$ cat src/app_pp_pkg.sv
// Package for the application packet parser.
// Holds control codes, parse phase codes, status and kind codes and the result type.
// No dependencies.
package app_pp_pkg;

    localparam logic [7:0] CB_DATA    = 8'h02;
    localparam logic [7:0] CB_START   = 8'h01;
    localparam logic [7:0] CB_END     = 8'h03;
    localparam logic [7:0] TLV_SIZE   = 8'h00;
    localparam logic [7:0] TLV_NAME   = 8'h01;

    localparam logic [2:0] PH_CTRL     = 3'd0;
    localparam logic [2:0] PH_LEN_HI   = 3'd1;
    localparam logic [2:0] PH_LEN_LO   = 3'd2;
    localparam logic [2:0] PH_PAYLOAD  = 3'd3;
    localparam logic [2:0] PH_TLV_TYPE = 3'd4;
    localparam logic [2:0] PH_TLV_LEN  = 3'd5;
    localparam logic [2:0] PH_TLV_VAL  = 3'd6;
    localparam logic [2:0] PH_IGNORE   = 3'd7;

    localparam logic [1:0] ST_OK       = 2'd0;
    localparam logic [1:0] ST_BAD_TYPE = 2'd1;
    localparam logic [1:0] ST_MISMATCH = 2'd2;
    localparam logic [1:0] ST_TRUNC    = 2'd3;

    localparam logic [1:0] BK_HEADER   = 2'd0;
    localparam logic [1:0] BK_PAYLOAD  = 2'd1;
    localparam logic [1:0] BK_FILENAME = 2'd2;
    localparam logic [1:0] BK_SKIPPED  = 2'd3;

    localparam logic [1:0] PK_DATA    = 2'd0;
    localparam logic [1:0] PK_START   = 2'd1;
    localparam logic [1:0] PK_END     = 2'd2;
    localparam logic [1:0] PK_INVALID = 2'd3;

    localparam int          COUNT_W   = 17;
    localparam logic [16:0] COUNT_MAX = 17'h1FFFF;

    typedef struct packed {
        logic [1:0]  byte_kind;
        logic [7:0]  byte_out;
        logic        packet_done;
        logic [1:0]  packet_kind;
        logic [1:0]  status;
        logic [63:0] file_size;
        logic [15:0] declared_length;
    } t_result;

endpackage

$ cat src/app_pp_if.sv
// Valid/ready channel interfaces of the application packet parser.
// Input carries packet bytes, output carries one result per byte; no dependencies.
interface app_pp_in_if;
    logic       valid;
    logic       ready;
    logic [7:0] byte_in;
    logic       last_byte;

    modport source (output valid, output byte_in, output last_byte, input ready);
    modport sink   (input valid, input byte_in, input last_byte, output ready);
endinterface

interface app_pp_out_if;
    logic        valid;
    logic        ready;
    logic [1:0]  byte_kind;
    logic [7:0]  byte_out;
    logic        packet_done;
    logic [1:0]  packet_kind;
    logic [1:0]  status;
    logic [63:0] file_size;
    logic [15:0] declared_length;

    modport source (output valid, output byte_kind, output byte_out, output packet_done,
                    output packet_kind, output status, output file_size,
                    output declared_length, input ready);
    modport sink   (input valid, input byte_kind, input byte_out, input packet_done,
                    input packet_kind, input status, input file_size,
                    input declared_length, output ready);
endinterface

$ cat src/app_packet_parser_core.sv
// Top level of the application packet parser: byte-serial parse of data and TLV packets.
// Depends on app_pp_pkg and the channel interfaces in app_pp_if.sv.
//
// Usage:
//   i_in carries one packet byte per item, with last_byte set on the final byte.
//   o_out returns exactly one result item for every input item, in order.
//   Each accepted item updates the parse state in the cycle it is accepted; its
//   result is registered in the output stage and shows on o_out from there.
//   Throughput is one item per cycle while the skid register is empty: the parse state
//   update is a single registered step, so a new item can be taken at every clock edge.
//   A two-entry output stage (result register plus skid register) sits between
//   the sides; i_in.ready is low only when both entries are full, and it comes
//   straight from the skid register.
//   When the receiver stalls, up to two results are held and input stops after
//   the second; nothing is dropped or repeated.
//   Reset (synchronous, active low) empties the output stage and returns the
//   parser to expecting a control byte.
module app_packet_parser_core
    import app_pp_pkg::*;
(
    input  logic             i_clk,
    input  logic             i_rst_n,
    app_pp_in_if.sink        i_in,
    app_pp_out_if.source     o_out
);

    logic [2:0]         r_phase, n_phase;
    logic [1:0]         r_kind, n_kind;
    logic [15:0]        r_len, n_len;
    logic [COUNT_W-1:0] r_count, n_count;
    logic [7:0]         r_rtype, n_rtype;
    logic [7:0]         r_rrem, n_rrem;
    logic [63:0]        r_size, n_size;
    logic [1:0]         r_err, n_err;

    logic    r_out_valid;
    logic    r_skid_valid;
    t_result r_out;
    t_result r_skid;
    t_result n_res;

    logic acc;
    logic out_take;
    logic trunc;
    logic [1:0] bkind;
    logic [7:0] bout;

    assign acc      = i_in.valid && i_in.ready;
    assign out_take = r_out_valid && o_out.ready;
    assign i_in.ready = !r_skid_valid;

    always_comb begin
        n_phase = r_phase;
        n_kind  = r_kind;
        n_len   = r_len;
        n_count = r_count;
        n_rtype = r_rtype;
        n_rrem  = r_rrem;
        n_size  = r_size;
        n_err   = r_err;
        trunc   = 1'b0;
        bkind   = BK_HEADER;
        bout    = 8'h00;

        case (r_phase)
            PH_CTRL: begin
                n_len   = 16'h0000;
                n_count = '0;
                n_size  = 64'h0;
                n_err   = ST_OK;
                if (i_in.byte_in == CB_DATA) begin
                    n_kind  = PK_DATA;
                    n_phase = PH_LEN_HI;
                end else if (i_in.byte_in == CB_START) begin
                    n_kind  = PK_START;
                    n_phase = PH_TLV_TYPE;
                end else if (i_in.byte_in == CB_END) begin
                    n_kind  = PK_END;
                    n_phase = PH_TLV_TYPE;
                end else begin
                    n_kind  = PK_INVALID;
                    n_err   = ST_BAD_TYPE;
                    n_phase = PH_IGNORE;
                end
            end
            PH_LEN_HI: begin
                n_len   = {i_in.byte_in, 8'h00};
                n_phase = PH_LEN_LO;
            end
            PH_LEN_LO: begin
                n_len   = {r_len[15:8], i_in.byte_in};
                n_phase = PH_PAYLOAD;
            end
            PH_PAYLOAD: begin
                bkind = BK_PAYLOAD;
                bout  = i_in.byte_in;
                if (r_count != COUNT_MAX) begin
                    n_count = r_count + 1'b1;
                end
            end
            PH_TLV_TYPE: begin
                n_rtype = i_in.byte_in;
                n_phase = PH_TLV_LEN;
                trunc   = 1'b1;
            end
            PH_TLV_LEN: begin
                n_rrem = i_in.byte_in;
                if (r_rtype == TLV_SIZE) begin
                    n_size = 64'h0;
                end
                if (i_in.byte_in == 8'h00) begin
                    n_phase = PH_TLV_TYPE;
                end else begin
                    n_phase = PH_TLV_VAL;
                    trunc   = 1'b1;
                end
            end
            PH_TLV_VAL: begin
                if (r_rtype == TLV_SIZE) begin
                    n_size = {r_size[55:0], i_in.byte_in};
                end else if (r_rtype == TLV_NAME) begin
                    bkind = BK_FILENAME;
                    bout  = i_in.byte_in;
                end else begin
                    bkind = BK_SKIPPED;
                end
                n_rrem = r_rrem - 1'b1;
                if (n_rrem == 8'h00) begin
                    n_phase = PH_TLV_TYPE;
                end else begin
                    trunc = 1'b1;
                end
            end
            default: begin
            end
        endcase

        if (i_in.last_byte) begin
            if (n_kind == PK_DATA) begin
                if (n_phase != PH_PAYLOAD || n_count != {1'b0, n_len}) begin
                    n_err = ST_MISMATCH;
                end
            end else if (n_kind != PK_INVALID) begin
                if (trunc) begin
                    n_err = ST_TRUNC;
                end
            end
            n_phase = PH_CTRL;
        end

        n_res.byte_kind       = bkind;
        n_res.byte_out        = bout;
        n_res.packet_done     = i_in.last_byte;
        n_res.packet_kind     = n_kind;
        n_res.status          = i_in.last_byte ? n_err : ST_OK;
        n_res.file_size       = n_size;
        n_res.declared_length = n_len;
    end

    always_ff @(posedge i_clk) begin
        if (!i_rst_n) begin
            r_phase <= PH_CTRL;
            r_kind  <= PK_DATA;
            r_len   <= 16'h0000;
            r_count <= '0;
            r_rtype <= 8'h00;
            r_rrem  <= 8'h00;
            r_size  <= 64'h0;
            r_err   <= ST_OK;
        end else if (acc) begin
            r_phase <= n_phase;
            r_kind  <= n_kind;
            r_len   <= n_len;
            r_count <= n_count;
            r_rtype <= n_rtype;
            r_rrem  <= n_rrem;
            r_size  <= n_size;
            r_err   <= n_err;
        end
    end

    always_ff @(posedge i_clk) begin
        if (!i_rst_n) begin
            r_out_valid  <= 1'b0;
            r_skid_valid <= 1'b0;
        end else begin
            if (!r_out_valid || out_take) begin
                if (r_skid_valid) begin
                    r_out_valid  <= 1'b1;
                    r_skid_valid <= acc;
                end else begin
                    r_out_valid  <= acc;
                end
            end else if (acc) begin
                r_skid_valid <= 1'b1;
            end
        end
    end

    always_ff @(posedge i_clk) begin
        if (!r_out_valid || out_take) begin
            if (r_skid_valid) begin
                r_out <= r_skid;
                if (acc) begin
                    r_skid <= n_res;
                end
            end else if (acc) begin
                r_out <= n_res;
            end
        end else if (acc) begin
            r_skid <= n_res;
        end
    end

    assign o_out.valid           = r_out_valid;
    assign o_out.byte_kind       = r_out.byte_kind;
    assign o_out.byte_out        = r_out.byte_out;
    assign o_out.packet_done     = r_out.packet_done;
    assign o_out.packet_kind     = r_out.packet_kind;
    assign o_out.status          = r_out.status;
    assign o_out.file_size       = r_out.file_size;
    assign o_out.declared_length = r_out.declared_length;

    a_skid_behind_out: assert property (@(posedge i_clk) disable iff (!i_rst_n)
        r_skid_valid |-> r_out_valid)
        else $error("skid entry held with empty result register");

    a_status_on_done: assert property (@(posedge i_clk) disable iff (!i_rst_n)
        (r_out_valid && r_out.status != ST_OK) |-> r_out.packet_done)
        else $error("nonzero status on a result that does not end a packet");

    a_payload_in_data: assert property (@(posedge i_clk) disable iff (!i_rst_n)
        (r_out_valid && r_out.byte_kind == BK_PAYLOAD) |-> (r_out.packet_kind == PK_DATA))
        else $error("payload item outside a data packet");

    a_ctrl_after_last: assert property (@(posedge i_clk) disable iff (!i_rst_n)
        (acc && i_in.last_byte) |=> (r_phase == PH_CTRL))
        else $error("parser not expecting a control byte after packet end");

endmodule

$ cat src/flat_wrapper.sv
// flat-port wrapper written by rule: the top's interface ports become plain ports
module app_packet_parser_core_flat import app_pp_pkg::*;
  (i_clk, i_rst_n, i_in_valid, i_in_byte_in, i_in_last_byte, i_in_ready, o_out_valid, o_out_byte_kind, o_out_byte_out, o_out_packet_done, o_out_packet_kind, o_out_status, o_out_file_size, o_out_declared_length, o_out_ready);
  app_pp_in_if i_in_i ();
  app_pp_out_if o_out_i ();
  input  logic i_clk;
  input  logic i_rst_n;
  input wire logic [$bits(i_in_i.valid)-1:0] i_in_valid;
  input wire logic [$bits(i_in_i.byte_in)-1:0] i_in_byte_in;
  input wire logic [$bits(i_in_i.last_byte)-1:0] i_in_last_byte;
  output wire logic [$bits(i_in_i.ready)-1:0] i_in_ready;
  output wire logic [$bits(o_out_i.valid)-1:0] o_out_valid;
  output wire logic [$bits(o_out_i.byte_kind)-1:0] o_out_byte_kind;
  output wire logic [$bits(o_out_i.byte_out)-1:0] o_out_byte_out;
  output wire logic [$bits(o_out_i.packet_done)-1:0] o_out_packet_done;
  output wire logic [$bits(o_out_i.packet_kind)-1:0] o_out_packet_kind;
  output wire logic [$bits(o_out_i.status)-1:0] o_out_status;
  output wire logic [$bits(o_out_i.file_size)-1:0] o_out_file_size;
  output wire logic [$bits(o_out_i.declared_length)-1:0] o_out_declared_length;
  input wire logic [$bits(o_out_i.ready)-1:0] o_out_ready;
  assign i_in_i.valid = i_in_valid;
  assign i_in_i.byte_in = i_in_byte_in;
  assign i_in_i.last_byte = i_in_last_byte;
  assign i_in_ready = i_in_i.ready;
  assign o_out_valid = o_out_i.valid;
  assign o_out_byte_kind = o_out_i.byte_kind;
  assign o_out_byte_out = o_out_i.byte_out;
  assign o_out_packet_done = o_out_i.packet_done;
  assign o_out_packet_kind = o_out_i.packet_kind;
  assign o_out_status = o_out_i.status;
  assign o_out_file_size = o_out_i.file_size;
  assign o_out_declared_length = o_out_i.declared_length;
  assign o_out_i.ready = o_out_ready;
  app_packet_parser_core u_core (.i_clk(i_clk), .i_rst_n(i_rst_n), .i_in(i_in_i), .o_out(o_out_i));
endmodule
$ cat config.mk
export PLATFORM = sky130hd
export DESIGN_NAME = app_packet_parser_core_flat
export DESIGN_NICKNAME = d
export VERILOG_FILES = /design/src/app_pp_pkg.sv /design/src/app_pp_if.sv /design/src/app_packet_parser_core.sv /design/src/flat_wrapper.sv
export SDC_FILE = /design/constraint.sdc
export NUM_CORES = 1
export LEC_CHECK = 0
export BUFFER_PORTS_ARGS = -buffer_cell sky130_fd_sc_hd__buf_2
export CAP_MARGIN = 15
export CORE_ASPECT_RATIO = 0.5
export CORE_UTILIZATION = 54
export CTS_CLUSTER_DIAMETER = 100
export CTS_CLUSTER_SIZE = 16
export DETAILED_ROUTE_END_ITERATION = 6
export PLACE_DENSITY = 0.77
export SLEW_MARGIN = 20
export SYNTH_ARGS = -nofsm -noshare
export SYNTH_HDL_FRONTEND = slang
export SYNTH_SLANG_ARGS = --single-unit
$ cat constraint.sdc
create_clock -name i_clk -period 5.45 [get_ports i_clk]
set_input_delay 0 -clock i_clk [delete_from_list [all_inputs] [get_ports i_clk]]
set_output_delay 0 -clock i_clk [all_outputs]
set_load 0.03 [all_outputs]
* Yosys cells after proc, flatten, opt, wreduce, memory -nomap -nowiden *
Index checks and enable logic that the tools add are counted.

word-level totals
  memories kept = 0
  bits of input ports = 13
  output and inout bits = 97
  word-level logic and storage cells = 104
  bits in writable memories = 0
  register bits = 312
  ROM bits = 0
  latch bits = 0

cells by class
  reduce and logical (&&, ||, !) cells = 17
  div/mod/pow operators = 0
  multipliers = 0
  shift-type cells = 0
  $add $sub $neg = 2
  $lt $le $gt $ge = 0
  bitwise gates (word level) = 0
  eq/ne operators = 15
  muxes and demuxes = 46

operator list
  kind                                              number
  2-to-1 mux 95 bit                                 5
  case mux 64 bit (3 select lines)                  1
  2-to-1 mux 64 bit                                 2
  case mux 16 bit (3 select lines)                  1
  case mux 17 bit (2 select lines)                  1
  case mux 8 bit (2 select lines)                   2
  2-to-1 mux 2 bit                                  15
  zero test 8 bit                                   3
  case mux 3 bit (6 select lines)                   1
  adder 17 x 1 -> 17 bit, second input constant     1
  2-to-1 mux 17 bit                                 1
  inequality test 17 x 16 -> 1 bit                  1
  inequality test 17 bit, second input constant     1
  == test 8 x 1 -> 1 bit, second input constant     2
  == test 8 x 2 -> 1 bit, second input constant     2
  2-to-1 mux 8 bit                                  2
  2-to-1 mux 3 bit                                  4
  == test 3 bit, second input constant              3
  2-to-1 mux 1 bit                                  9
  subtractor 8 x 1 -> 8 bit, second input constant  1
  == test 3 x 2 -> 1 bit, second input constant     2
  AND reduction 2 bit                               3
  nonzero test 2 bit                                3
  case mux 2 bit (2 select lines)                   1
  10 further kinds                                  13

* Logic depth before layout (Yosys ltp) *
Gate-level depths: netlist of run 1.

  word-level depth = 14
  gate-level depth with buffers = 11
  mapped depth without buffers = 11

* Least setup slack after synthesis of run 1 *
No wires, ideal clock.

  path type = reg-to-reg
  start = register u_core.r_skid_valid
  end = register u_core.r_skid[0] (netlist name), enable pin
  cell stages (with the launch flop) = 6
  path slack = -64 ps
  library setup time = 550 ps
  required time = 4,900 ps
  clock period less this slack = 5,514 ps
  data arrival time = 4,964 ps
  buffers on the path = 2
  cells stage by stage = dfxtp_1 inv_1 nand2_1 clkbuf_1 buf_1 nor2_1

between the ends
  longest elaborated chain between the ends = 1

ends and longest elaborated chain
  item                                             RTL line                       RTL
  start: declaration                               app_packet_parser_core.sv:37   logic r_skid_valid;
  start signal: assignment                         app_packet_parser_core.sv:185  r_skid_valid <= 1'b0;
  start signal: assignment                         app_packet_parser_core.sv:190  r_skid_valid <= acc;
  start signal: assignment                         app_packet_parser_core.sv:195  r_skid_valid <= 1'b1;
  inequality test 2 x 1 -> 1 bit (no source line)  -
  end signal: assignment                           app_packet_parser_core.sv:205  r_skid <= n_res;
  end signal: assignment                           app_packet_parser_core.sv:211  r_skid <= n_res;
  end: declaration                                 app_packet_parser_core.sv:39   t_result r_skid;

Every way passes these cells.
A chain may end at the register's enable or synchronous reset.

* Worst setup path in the final report of run 1 *
  start = register u_core.r_phase[0]
  end = register u_core.r_out, in the netlist u_core.o_out.status[0], data pin

between the ends
  longest elaborated chain between the ends = 10
  elaborated cells between the ends (all ways) = 27
  those cells by class = 9 x eq/ne; 15 x mux; 3 x reduce/logical

ends and longest elaborated chain
  item                                                                                RTL line                       RTL
  start: declaration                                                                  app_packet_parser_core.sv:27   logic [2:0] r_phase, n_phase;
  start signal: assignment                                                            app_packet_parser_core.sv:171  r_phase <= n_phase;
  == test 3 x 2 -> 1 bit, or another cell as far along                                app_packet_parser_core.sv:65   case (r_phase)
  case mux 16 bit (3 select lines), or another cell as far along                      app_packet_parser_core.sv:65
  inequality test 17 x 16 -> 1 bit or inequality test 3 x 2 -> 1 bit (tied branches)  app_packet_parser_core.sv:140  if (n_phase != PH_PAYLOAD || n_count != {1'b0, n_len}) begin
  logical OR 1 bit                                                                    app_packet_parser_core.sv:140
  2-to-1 mux 2 bit                                                                    app_packet_parser_core.sv:140
  2-to-1 mux 2 bit                                                                    app_packet_parser_core.sv:139  if (n_kind == PK_DATA) begin
  2-to-1 mux 2 bit *                                                                  app_packet_parser_core.sv:138  if (i_in.last_byte) begin
  2-to-1 mux 2 bit *                                                                  app_packet_parser_core.sv:155  n_res.status = i_in.last_byte ? n_err : ST_OK;
  2-to-1 mux 95 bit *                                                                 app_packet_parser_core.sv:207  end else if (acc) begin
  2-to-1 mux 95 bit *                                                                 app_packet_parser_core.sv:202  if (r_skid_valid) begin
  end signal: assignment                                                              app_packet_parser_core.sv:203  r_out <= r_skid;
  end signal: assignment                                                              app_packet_parser_core.sv:208  r_out <= n_res;
  end: declaration                                                                    app_packet_parser_core.sv:38   t_result r_out;

Every way passes the cells marked *; elsewhere a longest branch is shown, timed or not. The select of a mux whose other input is x is not followed.

==> impl_metrics.csv, run 1 <==
group,metric,value,unit
setup_path,cpMaxStageDelayCell,"dfxtp_1",
job,maxCapViolations,0,
floorplan,core.rowCount,40,
floorplan,io_pins,110,
route,vias_per_cell,5.96,
setup_path,slowest_delay,1.01,ns
setup_path,critical_path_buf_inv_count,0,
setup_path,worst_path_most_repeated_cell,"a31oi_1",
clocking,cts_buffer_depth,3,
clocking,tritoncts,"built",
global_route,grt_overflow,0,
placed_design,gp_congestion,0.851,
finish,syn_to_final_growth,11.6,%
route,wire_per_inst,19.4,µm
yosys,synth_seq_area_share,59.5,%
setup_path,start_kind,"flip-flop",
setup_path,cp-end-kind,"flip-flop",
finish,drive_above_1_share,20.2,%
yosys,synth_adder_area_share,0.274,%
finish,instances_no_fill,1645,
yosys,synth_area,13700,µm²
pwr,power,4.90,mW
setup_path,path_class,"flip-flop to flip-flop",
setup_path,cp_data_required_time,5.83,ns
floorplan,die_x,227,µm
yosys,synth_edf_count,190,
clocking,postCtsSetupBuffers,0,
finish,antenna_cells,0,
yosys,synth_compound_area_share,11.1,%
yosys,avgSynthCellArea,11.2,µm²
yosys,synthCells,1223,
pwr,p_clk_share,32.8,%
pwr,p_comb_share,12.4,%
placed_design,dp_hpwl,20000,µm
finish,final_nets,1308,
status,status,"completed",
route,drt_iter0_markers,962,
global_route,grt_pass1_wl,50400,µm
clocking,clk_pin_slew,0.08,ns
route,num_vias,9800,
sta,hold_violations,0,
clocking,cts_root_buffer,"clkbuf_16",
placed_design,port_buffers,109,
sta,finalSetupTns,0,ns
pwr,seq_power_share,54.8,%
route,wl,31800,µm
setup_path,worstPathArrival,4.51,ns
placed_design,dp_cells,1590,
yosys,synth_top_family_by_area,"simple AND/OR/NAND/NOR gates",
clocking,cts_made_buffers,23,
route,route.detailed.drc,0,
global_route,track_usage,24.5,%
pwr,internal_power,3.62,mW
global_route,grt_pass1_vias,9251,
clocking,cts_sinks,312,
sta,drv_slew,0,
finish,mostFrequentLayoutCell,"nor2_1",
yosys,ys_warn_count,0,
global_route,grt_max_degree,87,
floorplan,dieArea,26000,µm²
clocking,clk_latency,0.53,ns
setup_path,cp_cell_sequence,"nand3b_4, nor3_2, a31oi_1, a21oi_1, o221ai_1, or3_1, or4_4, a211o_1, a31oi_1",
sta,fin_hold_ws,0.374,ns
yosys,ys_types,80,
sta,rsz0062_at_grt,"false",
yosys,async_flop_share,0,%
min_path,min_path_type,"primary input to flip-flop",
pwr,powerDensity,321,nW/µm²
finish,mostFrequentLayoutCells,"217 x nor2_1, 190 x edfxtp_1, 122 x dfxtp_1",
floorplan,die_y,115,µm
yosys,yosys.area_share.simple,16.4,%
pwr,p_leak,6.00,nW
route,dr.pass1.iters,5,
yosys,syn-num-nets,1239,
sta,worst_pin_slew,1.04,ns
pwr,swShare,26.1,%
yosys,muxShareOfSynthArea,8.33,%
setup_path,worstPathMaxFanout,29,
floorplan,initial_utilization,56.1,%
sta,period_minus_slack,4.13,ns
sta,relSlewSlack,30.6,%
sta,fmax,0.242,GHz
global_route,antenna_found_initial,0,
yosys,yosys_most_used_dff,"edfxtp_1",
yosys,synthXorXnorAreaFrac,1.09,%
sta,clock-skew-final,0.0119,ns
pwr,vdd_ir_drop_max,0.226,mV
setup_path,cpLargestDelayFamily,"simple AND/OR/NAND/NOR gates",
yosys,synth-seq-cells,312,
sta,fin_crit_sh,75.8,%
floorplan,core,24400,µm²
setup_path,r2r_slack,1.32,ns
clocking,cts_htree_levels,1,
pwr,switchingPower,1.28,mW
sta,setup-violations-final,0,
route,ant_nets,0,
-- synth_stat cells, drive strengths merged (3+ instances only) --
cell / number / area share [%]
o31ai: 3 / 0.16
nor4: 7 / 0.41
inv: 16 / 0.44
a21o: 5 / 0.27
nor3: 95 / 3.5
nor3b: 4 / 0.22
o211ai: 5 / 0.27
dfxtp: 122 / 18
nand3b: 4 / 0.31
nand2: 59 / 1.7
and2: 15 / 0.69
or2: 5 / 0.23
buf: 31 / 1.1
nand3: 21 / 0.77
or3: 5 / 0.23
a22o: 71 / 4.5
and4: 5 / 0.33
xor2: 9 / 0.58
clkbuf: 62 / 1.7
mux2: 88 / 7.2
nor4b: 5 / 0.32
mux2i: 15 / 1.1
a311oi: 5 / 0.32
o21a: 5 / 0.27
xnor2: 8 / 0.51
a21oi: 28 / 1.0
a31oi: 15 / 0.69
edfxtp: 190 / 42
a211oi: 14 / 0.77
ha: 3 / 0.27
and3: 6 / 0.27
or4: 5 / 0.33
nand4: 7 / 0.37
nor2b: 3 / 0.14
o21ai: 25 / 0.91
nor2: 220 / 6.1
-- worst reg2reg max path, delay by kind of cell (launching register included) --
family	cells	cell delay (ns)
simple gates	4	1.82
flops	1	1.01
compound gates	5	1.15
-- power by group through the flow --
| stage | sequential (mW) | combinational (mW) | clock (mW) |
|---|---|---|---|
| 2_1_floorplan | 2.84 | 0.326 | 0 |
| 3_3_place_gp | 2.73 | 0.582 | 0 |
| 3_5_place_dp | 2.74 | 0.596 | 0 |
| 4_1_cts | 2.69 | 0.607 | 1.63 |
| 5_1_grt | 2.70 | 0.655 | 1.72 |
| 6_report | 2.69 | 0.608 | 1.61 |
-- state kept, by name (all words and copies together) (netlist names), 3 cells and up --
signal and cells:
u_core.r_rrem 8, u_core.r_len 16, u_core.r_count 17, u_core.o_out.declared_length 16, u_core.o_out.file_size 64, u_core.r_skid 95, u_core.r_phase 3, u_core.r_size 64
u_core.r_rtype 8, u_core.o_out.byte_out 8
-- final cells by class --
class                      instances  area [µm²]
inverter                          17        67.6
multi-input combinational        801        5150
timing repair buffer             137         825
tap                              336         420
clock inverter                     2        28.8
fill                            1903        9140
clock buffer                      40         639
sequential                       312        8150
-- layer usage --
| layer | share of wire (%) | global-route usage (%) | vias to the layer above |
|---|---|---|---|
| li1 | - | - | 4633 |
| met1 | 45 | 35.1 | 4800 |
| met2 | 47 | 39.4 | 312 |
| met3 | 5.4 | 3.23 | 55 |
| met4 | 2.2 | 6.62 | 0 |
| met5 | 0 | 0 | - |
-- through the flow --
step	setup slack [ns]	utilization (%)	area, µm²
6_report	1.32	62.6	15300
2_1_floorplan	0.108	-	13700
4_1_cts	1.04	62.5	15300
3_3_place_gp	1.27	59.1	14400
3_5_place_dp	1.09	59.2	14500
5_1_grt	1.04	62.6	15300
-- cell families (layout without fill, tap and decap cells) --
kind of cell | after synthesis | after routing
AO/OA/AOI/OAI | 204 | 204
buffers and inverters | 110 | 196
XOR/XNOR | 17 | 17
multiplexers | 103 | 103
adder cells (fa/ha/maj) | 3 | 3
AND/OR/NAND/NOR | 474 | 474
flip-flops | 312 | 312
-- timing repair --
| action | CTS | global route |
|---|---|---|
| endpoints found under the hold margin | 31 | 0 |
| hold buffers | 13 | 0 |
| resized for setup | 0 | 0 |
-- path summary, 6_finish.rpt --
kind / start / depth (start not counted) / end
setup / recovery: u_core.r_phase[0]$_SDFFE_PN0P_ / 9 / u_core.o_out.status[0]$_DFFE_PP_
hold / removal: i_in_last_byte / 2 / u_core.r_skid[84]$_DFFE_PP_
setup reg to reg: u_core.r_phase[0]$_SDFFE_PN0P_ / 9 / u_core.o_out.status[0]$_DFFE_PP_
hold reg to reg: u_core.r_rtype[6]$_SDFFE_PN0P_ / 2 / u_core.r_rtype[6]$_SDFFE_PN0P_
No activity file was read; power rests on OpenSTA's default activity.
==> run 2, diff against run 1 <==
--- a/config.mk
+++ b/config.mk
@@ -5,6 +5,7 @@
 export SDC_FILE = /design/constraint.sdc
 export NUM_CORES = 1
 export LEC_CHECK = 0
+export ABC_AREA = 1
 export BUFFER_PORTS_ARGS = -buffer_cell sky130_fd_sc_hd__buf_2
 export CAP_MARGIN = 15
 export CORE_ASPECT_RATIO = 0.5
==> constraint.sdc (replaced) <==
create_clock -name i_clk -period 3.41 [get_ports i_clk]
set_input_delay 0 -clock i_clk [delete_from_list [all_inputs] [get_ports i_clk]]
set_output_delay 0 -clock i_clk [all_outputs]
set_load 0.03 [all_outputs]
==> impl_metrics.csv, run 2 <==
group,metric,value,unit
route,num_vias,11000,
sta,finalSetupTns,0,ns
floorplan,io_pins,110,
yosys,synth_edf_count,190,
route,ant_nets,0,
yosys,ys_warn_count,0,
sta,fmax,0.347,GHz
sta,drv_slew,0,
yosys,synth-seq-cells,312,
finish,antenna_cells,0,
clocking,cts_htree_levels,1,
yosys,synthTopCellsByArea,"edfxtp_1 41%, dfxtp_1 18%, nand2_1 11%",
pwr,vdd_ir_drop_max,0.356,mV
global_route,track_usage,25.1,%
clocking,cts_buffer_depth,3,
clocking,clk_latency,0.54,ns
yosys,ys_types,40,
placed_design,dp_hpwl,21100,µm
setup_path,cp_data_required_time,3.85,ns
pwr,swShare,27.0,%
setup_path,cp_cell_sequence,"nor2_1, buf_4, inv_4, nor2_2, clkinv_1, a21oi_1, a21oi_1, dlygate4sd3_1",
pwr,seq_power_share,54.1,%
setup_path,r2r_slack,0.53,ns
setup_path,crit_cells,8,
pwr,powerDensity,511,nW/µm²
pwr,power,7.94,mW
global_route,gr-usage-met2,41.2,%
global_route,grt_pass1_wl,52900,µm
setup_path,cpLargestDelayFamily,"buffers and inverters",
global_route,grt_busiest_layer,"met2",
global_route,antenna_found_initial,0,
floorplan,core.rowCount,40,
finish,top_register,"u_core.r_skid",
route,wire_per_inst,16.3,µm
route,vias_per_cell,5.44,
finish,final_nets,1685,
finish,largest_reg_flops,95,
global_route,grt_util_met3,3.70,%
global_route,grt_overflow,0,
status,status,"completed",
clocking,clk_pin_slew,0.08,ns
route,dr.pass1.iters,5,
sta,clock-skew-final,0.0203,ns
finish,syn_to_final_growth,12.5,%
route,wl,33000,µm
pwr,switchingPower,2.15,mW
finish,drive_above_1_share,12.7,%
setup_path,cpMaxStageDelayCell,"dlygate4sd3_1",
setup_path,r2r_cells,8,
yosys,synth_most_common_cell,"nand2_1",
finish,nFillCells,2054,
setup_path,worstPathMaxFanout,58,
yosys,avgSynthCellArea,8.76,µm²
route,drt_iter0_markers,1207,
pwr,p_comb_share,13.3,%
yosys,synth_top_area_cell,"edfxtp_1",
pwr,internal_power,5.79,mW
setup_path,worst_path_most_repeated_cell,"a21oi_1",
placed_design,port_buffers,109,
global_route,grt_max_degree,129,
yosys,synthCells,1574,
setup_path,start_kind,"flip-flop",
sta,fin_crit_sh,84.5,%
yosys,syn-num-nets,1590,
sta,relSlewSlack,48.7,%
sta,worst_pin_slew,0.768,ns
clocking,cts_root_buffer,"clkbuf_16",
clocking,cts_made_buffers,23,
floorplan,initial_utilization,56.3,%
floorplan,dieArea,26200,µm²
yosys,yosys-top-cells-count,"408 x nand2_1, 232 x inv_1, 190 x edfxtp_1, 127 x o21ai_0, 122 x dfxtp_1",
setup_path,critical_path_buf_inv_count,4,
setup_path,path_class,"flip-flop to flip-flop",
global_route,use_met1,35.4,%
min_path,min_path_type,"primary input to flip-flop",
setup_path,worstPathArrival,3.32,ns
sta,rsz0062_at_grt,"false",
floorplan,core,24500,µm²
job,maxCapViolations,0,
min_path,whs_path_depth,2,
yosys,netlist.area_leader.share,41.4,%
sta,setup-violations-final,0,
setup_path,slowest_delay,0.55,ns
route,route.detailed.drc,0,
global_route,grt_pass1_vias,10100,
yosys,yosys_most_used_dff,"edfxtp_1",
pwr,p_leak,6.96,nW
clocking,tritoncts,"built",
floorplan,die_y,115,µm
floorplan,die_x,228,µm
setup_path,cp-end-kind,"flip-flop",
clocking,cts_sinks,312,
finish,mostFrequentLayoutCells,"406 x nand2_1, 231 x inv_1, 190 x edfxtp_1",
yosys,async_flop_share,0,%
pwr,p_clk_share,32.7,%
sta,hold_violations,0,
yosys,synth_area,13800,µm²
yosys,synth_seq_area_share,59.1,%
placed_design,gp_congestion,0.887,
finish,mostFrequentLayoutCell,"nand2_1",
sta,period_minus_slack,2.88,ns
==> run 2: changes by cell type in the layout (fill, tap and decap cells not counted), sizes merged, moves of 88 or more <==
cell / delta
nand2: +356
a21oi: +94
nor2: -136
nor3: -90
o21ai: +106
inv: +236
mux2: -88
==> run 2: layout make-up <==
cell class,count,area (µm²),area share (%)
Clock buffer,40,639,4.12
Clock inverter,2,28.8,0.185
Inverter,253,952,6.14
Multi-Input combinational cell,936,4430,28.5
Sequential cell,312,8150,52.5
Tap cell,336,420,2.71
Timing Repair Buffer,143,901,5.81
==> run 2: routing by layer <==
| metal | up-vias | part of all wire, % |
|---|---|---|
| met4 | 0 | 1.9 |
| met1 | 5173 | 45 |
| met3 | 47 | 6.2 |
| met2 | 398 | 47 |
| met5 | - | 0 |
| li1 | 5383 | - |
==> run 2: kinds of logic after synthesis <==
group	after synthesis	share of synthesized area (%)
simple gates	579	17.5
compound gates	351	13.9
buf+inv	326	9.01
flops	312	59.1
xor+xnor	3	0.190
fa+ha+maj	3	0.272
==> run 2: per-stage QoR <==
stage | worst slack (ns) | utilization [%] | cell area (µm²) | hold WS [ns] | cells
floorplan | 0.413 | - | 13800 | 0.0989 | 1574
global placement | 0.841 | 59.9 | 14700 | 0.235 | 1965
detailed placement | 0.755 | 59.9 | 14700 | 0.251 | 1965
CTS | 0.538 | 63.3 | 15500 | 0.254 | 2022
global route | 0.260 | 63.3 | 15500 | 0.285 | 2022
finish | 0.527 | 63.3 | 15500 | 0.274 | 2022
==> run 2: power by group through the flow <==
stage / combinational (mW) / sequential [mW] / clock [mW]
after CTS: 1.05 / 4.29 / 2.63
after detailed placement: 1.03 / 4.38 / 0
after floorplan: 0.548 / 4.55 / 0
after global routing: 1.15 / 4.31 / 2.78
final: 1.05 / 4.29 / 2.59
after global placement: 1.01 / 4.37 / 0
==> run 2: worst paths after layout <==
check,startpoint,end
max,u_core.r_skid_valid$_SDFFE_PN0P_,u_core.r_rrem[7]$_SDFFE_PN0P_
min,i_in_last_byte,u_core.r_skid[84]$_DFFE_PP_
max reg2reg,u_core.r_skid_valid$_SDFFE_PN0P_,u_core.r_rrem[7]$_SDFFE_PN0P_
min reg2reg,u_core.r_err[0]$_SDFFE_PN0P_,u_core.r_err[0]$_SDFFE_PN0P_
==> run 2: what timing repair did <==
item                                    in CTS  in global routing
gates resized for setup                      0                  0
endpoints found under the hold margin       37                  0
endpoints found under the setup margin       0                  0
buffers inserted                             0                  0
hold buffers                                15                  0
